`src/rtl/core/pdu8_pkg.sv`:
```
package pdu8_pkg;

  localparam int unsigned BYTE_W = 8;
  localparam int unsigned CP_W   = 21;

  // percent escape phase codes
  localparam logic [1:0] PH_IDLE = 2'd0;
  localparam logic [1:0] PH_PCT  = 2'd1;
  localparam logic [1:0] PH_HEX  = 2'd2;

  localparam logic [BYTE_W-1:0] PCT_CHAR = 8'h25;

  // UTF-8 lead and continuation patterns
  localparam logic [BYTE_W-1:0] ASCII_LIM  = 8'h80;
  localparam logic [BYTE_W-1:0] LEAD2_MASK = 8'hE0;
  localparam logic [BYTE_W-1:0] LEAD2_TAG  = 8'hC0;
  localparam logic [BYTE_W-1:0] LEAD3_MASK = 8'hF0;
  localparam logic [BYTE_W-1:0] LEAD3_TAG  = 8'hE0;
  localparam logic [BYTE_W-1:0] LEAD4_MASK = 8'hF8;
  localparam logic [BYTE_W-1:0] LEAD4_TAG  = 8'hF0;
  localparam logic [BYTE_W-1:0] CONT_MASK  = 8'hC0;
  localparam logic [BYTE_W-1:0] CONT_TAG   = 8'h80;
  localparam logic [BYTE_W-1:0] CONT_BITS  = 8'h3F;

  localparam logic [CP_W-1:0] CP_MAX  = 21'h10FFFF;
  localparam logic [CP_W-1:0] SURR_LO = 21'h00D800;
  localparam logic [CP_W-1:0] SURR_HI = 21'h00DFFF;
  localparam logic [CP_W-1:0] MIN_2B  = 21'h000080;
  localparam logic [CP_W-1:0] MIN_3B  = 21'h000800;
  localparam logic [CP_W-1:0] MIN_4B  = 21'h010000;

  // {is_hex, nibble}
  function automatic logic [4:0] hex_decode(input logic [BYTE_W-1:0] c);
    logic [4:0] r;
    r = 5'd0;
    if (c >= 8'h30 && c <= 8'h39) begin
      r = {1'b1, c[3:0]};
    end else if ((c >= 8'h61 && c <= 8'h66) || (c >= 8'h41 && c <= 8'h46)) begin
      r = {1'b1, c[3:0] + 4'd9};
    end
    return r;
  endfunction

endpackage

```
`src/rtl/core/pdu8_in_if.sv`:
```
interface pdu8_in_if import pdu8_pkg::*; ();
  logic              valid;
  logic              ready;
  logic [BYTE_W-1:0] in_byte;
  logic              has_byte;
  logic              is_last;

  modport source (output valid, in_byte, has_byte, is_last, input ready);
  modport sink   (input valid, in_byte, has_byte, is_last, output ready);
endinterface

```
`src/rtl/core/pdu8_out_if.sv`:
```
interface pdu8_out_if import pdu8_pkg::*; ();
  logic              valid;
  logic              ready;
  logic [BYTE_W-1:0] out_byte;
  logic              out_valid;
  logic              done_res;
  logic              status;

  modport source (output valid, out_byte, out_valid, done_res, status, input ready);
  modport sink   (input valid, out_byte, out_valid, done_res, status, output ready);
endinterface

```
`src/rtl/core/percent_decode_utf8_check.sv`:
```
// Channel | Dir | Word contents
// --------+-----+-------------------------------------------------------
// in_i    | in  | in_byte[7:0], has_byte, is_last
// out_o   | out | out_byte[7:0], out_valid, done_res, status
//
// One word per cycle sustained while out_o.ready holds. An accepted word is held
// in the input register, the decode/UTF-8 update runs on it there, and the
// result lands in the output register.
// Reset (rst_ni low, async) clears all valid flags and decoder state.
// in_i.ready drops only when the output register is full and not taken.
// Non-last words that produce no result (a '%', a first or bad hex digit, or an
// empty word) still advance the state and occupy no output slot.
module percent_decode_utf8_check import pdu8_pkg::*; (
  input  logic       clk_i,
  input  logic       rst_ni,
  pdu8_in_if.sink    in_i,
  pdu8_out_if.source out_o
);

  // input register
  logic              s1_vld_q;
  logic [BYTE_W-1:0] s1_byte_q;
  logic              s1_has_q;
  logic              s1_last_q;

  // decoder state
  logic [1:0]      phase_q, phase_d;
  logic [3:0]      nib_q, nib_d;
  logic [1:0]      cont_q, cont_d;
  logic [1:0]      seq_q, seq_d;
  logic [CP_W-1:0] cp_q, cp_d;
  logic            err_q, err_d;

  // output register
  logic              o_vld_q;
  logic [BYTE_W-1:0] o_byte_q;
  logic              o_bvld_q;
  logic              o_done_q;
  logic              o_stat_q;

  logic              s1_adv;
  logic              emit;
  logic [BYTE_W-1:0] dec;
  logic [4:0]        hex;
  logic [CP_W-1:0]   cp_new;
  logic [CP_W-1:0]   cp_min;
  logic              fin_stat;
  logic              res_fire;

  assign s1_adv     = s1_vld_q && (!o_vld_q || out_o.ready);
  assign in_i.ready = !s1_vld_q || s1_adv;
  assign hex        = hex_decode(s1_byte_q);
  assign cp_new     = {cp_q[CP_W-7:0], dec[5:0]};

  always_comb begin
    priority if (seq_q == 2'd1) begin
      cp_min = MIN_2B;
    end else if (seq_q == 2'd2) begin
      cp_min = MIN_3B;
    end else begin
      cp_min = MIN_4B;
    end
  end

  always_comb begin
    phase_d  = phase_q;
    nib_d    = nib_q;
    cont_d   = cont_q;
    seq_d    = seq_q;
    cp_d     = cp_q;
    err_d    = err_q;
    emit     = 1'b0;
    dec      = '0;
    fin_stat = 1'b0;

    // percent escape stage
    if (s1_has_q) begin
      unique case (phase_q)
        PH_PCT: begin
          if (hex[4]) begin
            nib_d   = hex[3:0];
            phase_d = PH_HEX;
          end else begin
            err_d   = 1'b1;
            phase_d = PH_IDLE;
          end
        end
        PH_HEX: begin
          if (hex[4]) begin
            dec  = {nib_q, hex[3:0]};
            emit = 1'b1;
          end else begin
            err_d = 1'b1;
          end
          phase_d = PH_IDLE;
        end
        default: begin
          // idle (the unused code behaves the same)
          if (s1_byte_q == PCT_CHAR) begin
            phase_d = PH_PCT;
          end else begin
            dec  = s1_byte_q;
            emit = 1'b1;
          end
        end
      endcase
    end

    // UTF-8 sequence tracking on the decoded byte
    if (emit) begin
      if (cont_q == 2'd0) begin
        if (dec < ASCII_LIM) begin
          // plain ASCII
        end else if ((dec & LEAD2_MASK) == LEAD2_TAG) begin
          cont_d = 2'd1;
          seq_d  = 2'd1;
          cp_d   = {16'd0, dec[4:0]};
        end else if ((dec & LEAD3_MASK) == LEAD3_TAG) begin
          cont_d = 2'd2;
          seq_d  = 2'd2;
          cp_d   = {17'd0, dec[3:0]};
        end else if ((dec & LEAD4_MASK) == LEAD4_TAG) begin
          cont_d = 2'd3;
          seq_d  = 2'd3;
          cp_d   = {18'd0, dec[2:0]};
        end else begin
          err_d = 1'b1;
        end
      end else if ((dec & CONT_MASK) != CONT_TAG) begin
        err_d  = 1'b1;
        cont_d = 2'd0;
      end else begin
        cp_d   = cp_new;
        cont_d = cont_q - 2'd1;
        // sequence complete: overlong, range and surrogate checks
        if (cont_q == 2'd1 &&
            (cp_new < cp_min || cp_new > CP_MAX ||
             (cp_new >= SURR_LO && cp_new <= SURR_HI))) begin
          err_d = 1'b1;
        end
      end
    end

    // end of string: pending escape or open sequence is an error
    if (s1_last_q) begin
      fin_stat = err_d || phase_d == PH_PCT || phase_d == PH_HEX || cont_d != 2'd0;
      phase_d  = PH_IDLE;
      nib_d    = '0;
      cont_d   = '0;
      seq_d    = '0;
      cp_d     = '0;
      err_d    = 1'b0;
    end
  end

  assign res_fire = emit || s1_last_q;

  always_ff @(posedge clk_i or negedge rst_ni) begin
    if (!rst_ni) begin
      s1_vld_q <= 1'b0;
    end else if (in_i.ready) begin
      s1_vld_q <= in_i.valid;
    end
  end

  always_ff @(posedge clk_i) begin
    if (in_i.valid && in_i.ready) begin
      s1_byte_q <= in_i.in_byte;
      s1_has_q  <= in_i.has_byte;
      s1_last_q <= in_i.is_last;
    end
  end

  always_ff @(posedge clk_i or negedge rst_ni) begin
    if (!rst_ni) begin
      phase_q <= PH_IDLE;
      nib_q   <= '0;
      cont_q  <= '0;
      seq_q   <= '0;
      cp_q    <= '0;
      err_q   <= 1'b0;
    end else if (s1_adv) begin
      phase_q <= phase_d;
      nib_q   <= nib_d;
      cont_q  <= cont_d;
      seq_q   <= seq_d;
      cp_q    <= cp_d;
      err_q   <= err_d;
    end
  end

  always_ff @(posedge clk_i or negedge rst_ni) begin
    if (!rst_ni) begin
      o_vld_q <= 1'b0;
    end else if (s1_adv && res_fire) begin
      o_vld_q <= 1'b1;
    end else if (out_o.ready) begin
      o_vld_q <= 1'b0;
    end
  end

  always_ff @(posedge clk_i) begin
    if (s1_adv && res_fire) begin
      o_byte_q <= dec;
      o_bvld_q <= emit;
      o_done_q <= s1_last_q;
      o_stat_q <= fin_stat;
    end
  end

  assign out_o.valid     = o_vld_q;
  assign out_o.out_byte  = o_byte_q;
  assign out_o.out_valid = o_bvld_q;
  assign out_o.done_res  = o_done_q;
  assign out_o.status    = o_stat_q;

  // a word with no decoded byte exists only to report the end of string
  a_empty_is_done: assert property (@(posedge clk_i) disable iff (!rst_ni)
    out_o.valid && !out_o.out_valid |-> out_o.done_res)
    else $error("result without byte and without done");

  a_status_at_done: assert property (@(posedge clk_i) disable iff (!rst_ni)
    out_o.valid && out_o.status |-> out_o.done_res)
    else $error("status raised before end of string");

  a_clear_after_last: assert property (@(posedge clk_i) disable iff (!rst_ni)
    s1_adv && s1_last_q |=> phase_q == PH_IDLE && cont_q == 2'd0 && !err_q)
    else $error("decoder state not cleared after end of string");

  a_seq_tracked: assert property (@(posedge clk_i) disable iff (!rst_ni)
    cont_q != 2'd0 |-> seq_q != 2'd0 && cont_q <= seq_q)
    else $error("continuation count outside sequence length");

endmodule
```
`src/flat_wrapper.sv`:
```
// flat-port wrapper written by rule: the top's interface ports become plain ports
module percent_decode_utf8_check_flat import pdu8_pkg::*;
  (clk_i, rst_ni, in_i_valid, in_i_in_byte, in_i_has_byte, in_i_is_last, in_i_ready, out_o_valid, out_o_out_byte, out_o_out_valid, out_o_done_res, out_o_status, out_o_ready);
  pdu8_in_if in_i_i ();
  pdu8_out_if out_o_i ();
  input  logic clk_i;
  input  logic rst_ni;
  input wire logic [$bits(in_i_i.valid)-1:0] in_i_valid;
  input wire logic [$bits(in_i_i.in_byte)-1:0] in_i_in_byte;
  input wire logic [$bits(in_i_i.has_byte)-1:0] in_i_has_byte;
  input wire logic [$bits(in_i_i.is_last)-1:0] in_i_is_last;
  output wire logic [$bits(in_i_i.ready)-1:0] in_i_ready;
  output wire logic [$bits(out_o_i.valid)-1:0] out_o_valid;
  output wire logic [$bits(out_o_i.out_byte)-1:0] out_o_out_byte;
  output wire logic [$bits(out_o_i.out_valid)-1:0] out_o_out_valid;
  output wire logic [$bits(out_o_i.done_res)-1:0] out_o_done_res;
  output wire logic [$bits(out_o_i.status)-1:0] out_o_status;
  input wire logic [$bits(out_o_i.ready)-1:0] out_o_ready;
  assign in_i_i.valid = in_i_valid;
  assign in_i_i.in_byte = in_i_in_byte;
  assign in_i_i.has_byte = in_i_has_byte;
  assign in_i_i.is_last = in_i_is_last;
  assign in_i_ready = in_i_i.ready;
  assign out_o_valid = out_o_i.valid;
  assign out_o_out_byte = out_o_i.out_byte;
  assign out_o_out_valid = out_o_i.out_valid;
  assign out_o_done_res = out_o_i.done_res;
  assign out_o_status = out_o_i.status;
  assign out_o_i.ready = out_o_ready;
  percent_decode_utf8_check u_core (.clk_i(clk_i), .rst_ni(rst_ni), .in_i(in_i_i), .out_o(out_o_i));
endmodule
```
`config.mk`:
```
export PLATFORM = sky130hd
export DESIGN_NAME = percent_decode_utf8_check_flat
export DESIGN_NICKNAME = d
export VERILOG_FILES = /design/src/rtl/core/pdu8_pkg.sv /design/src/rtl/core/pdu8_in_if.sv /design/src/rtl/core/pdu8_out_if.sv /design/src/rtl/core/percent_decode_utf8_check.sv /design/src/flat_wrapper.sv
export SDC_FILE = /design/constraint.sdc
export NUM_CORES = 1
export LEC_CHECK = 0
export ABC_AREA = 0
export BUFFER_PORTS_ARGS = -buffer_cell sky130_fd_sc_hd__buf_2
export CORE_ASPECT_RATIO = 0.5
export CORE_MARGIN = 2
export CORE_UTILIZATION = 35
export CTS_BUF_LIST = sky130_fd_sc_hd__clkbuf_2
export CTS_CLUSTER_SIZE = 28
export DETAILED_ROUTE_END_ITERATION = 10
export GPL_TIMING_DRIVEN = 0
export PLACE_DENSITY = 0.6
export SLEW_MARGIN = 30
export SYNTH_ARGS = -nofsm -noshare
export SYNTH_HDL_FRONTEND = slang
export SYNTH_SLANG_ARGS = --single-unit
```
`constraint.sdc`:
```
create_clock -name clk_i -period 3.4 [get_ports clk_i]
set_input_delay 0.34 -clock clk_i [delete_from_list [all_inputs] [get_ports clk_i]]
set_output_delay 0.34 -clock clk_i [all_outputs]
set_load 0.05 [all_outputs]
```
==> out/metrics.cfg <==
[route]
ant_nets = 0
wl_per_cell_um = 15.3
firstDrtPassIters = 4
drt_iter0_markers = 121
via_count = 2250
vias_per_cell = 5.27
drc = 0
wirelength_mm = 6.53

[synth]
syn_area_per_cell_um2 = 10.2
seq_area_frac_synth_pct = 47.0
syn_nets = 304
syn-instance-count = 278
synth-compound-area-share_pct = 21.1
synth_cell_types = 62
synth_top_family_by_area = compound AO/OA/AOI/OAI gates
ys_async_sr_fraction_pct = 57.1
synth-seq-cells = 49
synthSimpleGateAreaFrac_pct = 18.4
netlist_area_um2 = 2840
synth_xor_area_share_pct = 1.54
synthMuxAreaShare_pct = 1.81
synth_edf_count = 21
synth_adder_area_share_pct = 5.30
synth-warning-count = 0
ys.flop_type = dfrtp_1

[min_path]
hp-class = in -> reg
hold_path_depth = 1
min_to = u_core.s1_byte_q[2]
holdCritStartpoint = in_i_in_byte[2]

[floorplanning]
die_h_um = 67.6
rows = 23
core-area_um2 = 7940
io_pins = 27
die_x_um = 131
die-area_um2 = 8880
initial_core_util_pct = 35.7

[final_layout]
area_growth_pct = 12.1
fin_util_pct = 40.0
nNetsFinal = 340
seqCellArea_um2 = 1330
num_antenna_cells = 0
drive_gt1_share_pct = 16.8
final_area_um2 = 3180
fill_cells = 805
multi_input_area_um2 = 1370
instances_no_fill = 427

[sta]
post-route-min-period_ps = 3090
hold_viol = 0
worst_slew_pin_slew_ps = 627
fmax_ghz = 0.323
setup_viol = 0
clock_skew_ps = 35.2
rsz0062_at_grt = false
hold_slack_ps = 62.5
fin_crit_sh_pct = 90.9
final_max_slew_viol_count = 0
fin_tns_setup_ps = 0
max_slew_margin_pct = 58.2

[setup_path]
cp.arrival_ps = 3220
r2r_cells = 9
r2r_setup_slack_ps = 310
cpMostUsedCell = inv_1
crit_family = compound AO/OA/AOI/OAI gates
path_max_fanout = 13
end_kind = flip-flop
worstReg2RegStart = u_core.s1_byte_q[0]
critical_path.cell_chain = inv_1 > ha_1 > nor2b_1 > o31ai_1 > o311ai_1 > and3_1 > buf_2 > o21ai_0 > inv_1
critPathBufInv = 3
worstSetupPathType = reg -> reg
slowest_delay_ps = 520
rr_endpoint = u_core.out_o.out_byte[6]
crit_required_ps = 3530
cpMaxStageDelayCell = edfxtp_1
start_kind = flip-flop

[clock_tree]
cts_resized = 0
cts_sinks = 49
h-tree-depth = 2
clkTransAtPathRegs_ps = 240
cts_root_buf = clkbuf_2
cts_made_buffers = 5
clock_path_buffers = 2
cts_tree = yes
clk_latency_ps = 450

[placement]
gp_congestion = 0.905
place_hpwl_mm = 4.92
dpl-instance-area_um2 = 3110
place_inst = 416
port_buffers = 26

[global_route]
grt_max_degree = 29
grt_antenna_before_repair = 0
globalRoute.totalOverflow = 0
grt_first_pass_wirelength_mm = 11.0
grt_pass1_vias = 2252
grt_usage_pct = 15.7

[power]
p_leak_nw = 1.29
cellPowerDensity_nw_per_um2 = 466
ir_drop_mv = 0.177

[run_status]
outcome = complete, no violations

[job]
cap_violations = 0

==> metrics by stage <==
stage	setup slack, ps	power, W
global route	108	0.00158
finish	308	0.00148
global placement	406	0.00122
CTS	339	0.00149
floorplan	684	0.00111
detailed placement	368	0.00124
==> cell usage after synthesis, types with 2 or more instances <==
master / n / area [um^2]
xnor2_1: 3 / 26.3
o21ai_1: 14 / 70.1
o22ai_1: 3 / 18.8
a211o_1: 2 / 17.5
mux2i_1: 4 / 40.0
a21oi_1: 9 / 45.0
xor2_1: 2 / 17.5
nor4_4: 2 / 42.5
o32ai_1: 3 / 26.3
nor2_1: 13 / 48.8
nor3_1: 4 / 20.0
o31ai_1: 5 / 37.5
o31a_1: 2 / 17.5
clkbuf_1: 6 / 22.5
a22oi_1: 12 / 90.1
nand4_1: 2 / 12.5
or4_1: 2 / 15.0
edfxtp_1: 21 / 631
buf_6: 3 / 33.8
dfrtp_1: 28 / 701
buf_2: 2 / 10.0
nand2b_1: 3 / 18.8
o211ai_1: 2 / 15.0
and4b_1: 2 / 20.0
nor2b_1: 5 / 31.3
a22o_1: 3 / 26.3
ha_1: 12 / 150
o21ai_0: 12 / 60.1
nand2_1: 37 / 139
a31oi_1: 2 / 12.5
nand3_1: 7 / 35.0
inv_1: 16 / 60.1
and2_1: 5 / 31.3
a21o_1: 2 / 15.0
==> cells by family after synthesis <==
| group | after synthesis |
|---|---|
| simple gates | 93 |
| compound gates | 85 |
| flops | 49 |
| buf+inv | 29 |
| fa+ha+maj | 12 |
| xor+xnor | 5 |
| mux | 5 |
==> where the power goes <==
part | internal [W] | switching (W)
sequential | 0.000707 | 0.0000836
combinational | 0.000171 | 0.000271
clock | 0.0000555 | 0.000193
total | 0.000933 | 0.000548
==> per-layer routing <==
layer | track usage, % | wire length, um | vias up
li1 | - | - | 1097
met1 | 19.7 | 3190 | 1102
met2 | 27.6 | 3060 | 41
met3 | 3.90 | 212 | 10
met4 | 4.89 | 67 | 0
met5 | 0 | 0 | -
==> layout make-up <==
| type | instances | area share, % |
|---|---|---|
| clock inverter | 2 | 0.394 |
| timing repair buffer | 29 | 5.04 |
| sequential | 49 | 41.9 |
| inverter | 17 | 2.01 |
| clock buffer | 6 | 0.945 |
| multi-input combinational | 200 | 43.0 |
| buffer | 12 | 2.32 |
| tap | 112 | 4.41 |
==> layout by cell type (no fill, tap or decap), types with 2 or more instances in the layout <==
cell type,count
nand2_1,37
buf_2,28
dfrtp_1,28
edfxtp_1,21
inv_1,16
o21ai_1,14
nor2_1,13
o21ai_0,12
a22oi_1,12
ha_1,12
a21oi_1,9
nand3_1,7
clkbuf_1,6
clkbuf_2,6
nor2b_1,5
o31ai_1,5
and2_1,5
mux2i_1,4
nor3_1,4
buf_6,3
a22o_1,3
nand2b_1,3
xnor2_1,3
o32ai_1,3
o22ai_1,3
dlygate4sd3_1,3
a31oi_1,2
a211o_1,2
nand4_1,2
xor2_1,2
and4b_1,2
a21o_1,2
nor4_4,2
o31a_1,2
or4_1,2
o211ai_1,2
inv_4,2
==> flip-flops by register name, indices dropped and copies added, names as in the netlist <==
register	cells
u_core.out_o.out_valid	1
u_core.err_q	1
u_core.out_o.done_res	1
u_core.out_o.valid	1
u_core.out_o.out_byte	8
u_core.phase_q	2
u_core.cont_q	2
u_core.seq_q	2
u_core.cp_q	15
u_core.out_o.status	1
u_core.s1_has_q	1
u_core.s1_vld_q	1
u_core.s1_last_q	1
u_core.nib_q	4
u_core.s1_byte_q	8
==> what timing repair did <==
action	CTS	global route
hold endpoints to repair	28	2
hold buffers	1	2
setup buffers	0	0
setup endpoints to repair	0	0
==> worst reg2reg max path: stages, from the launching register on <==
cell,delay [ps]
edfxtp_1,520
inv_1,160
ha_1,220
nor2b_1,120
o31ai_1,410
o311ai_1,200
and3_1,200
buf_2,180
o21ai_0,400
inv_1,370
==> worst max-delay path by stage <==
stage	cells past startpoint	endpoint	slack (ps)	startpoint
global placement	10	u_core.out_o.status	410	u_core.phase_q[0]
floorplan	10	u_core.out_o.status	680	u_core.phase_q[0]
global route	10	u_core.seq_q[1]	110	u_core.s1_byte_q[0]
detailed placement	10	u_core.seq_q[1]	370	u_core.s1_byte_q[0]
CTS	10	u_core.seq_q[1]	340	u_core.s1_byte_q[0]
finish	9	u_core.out_o.out_byte[6]	310	u_core.s1_byte_q[0]
Power figures use the tool's default switching activity.
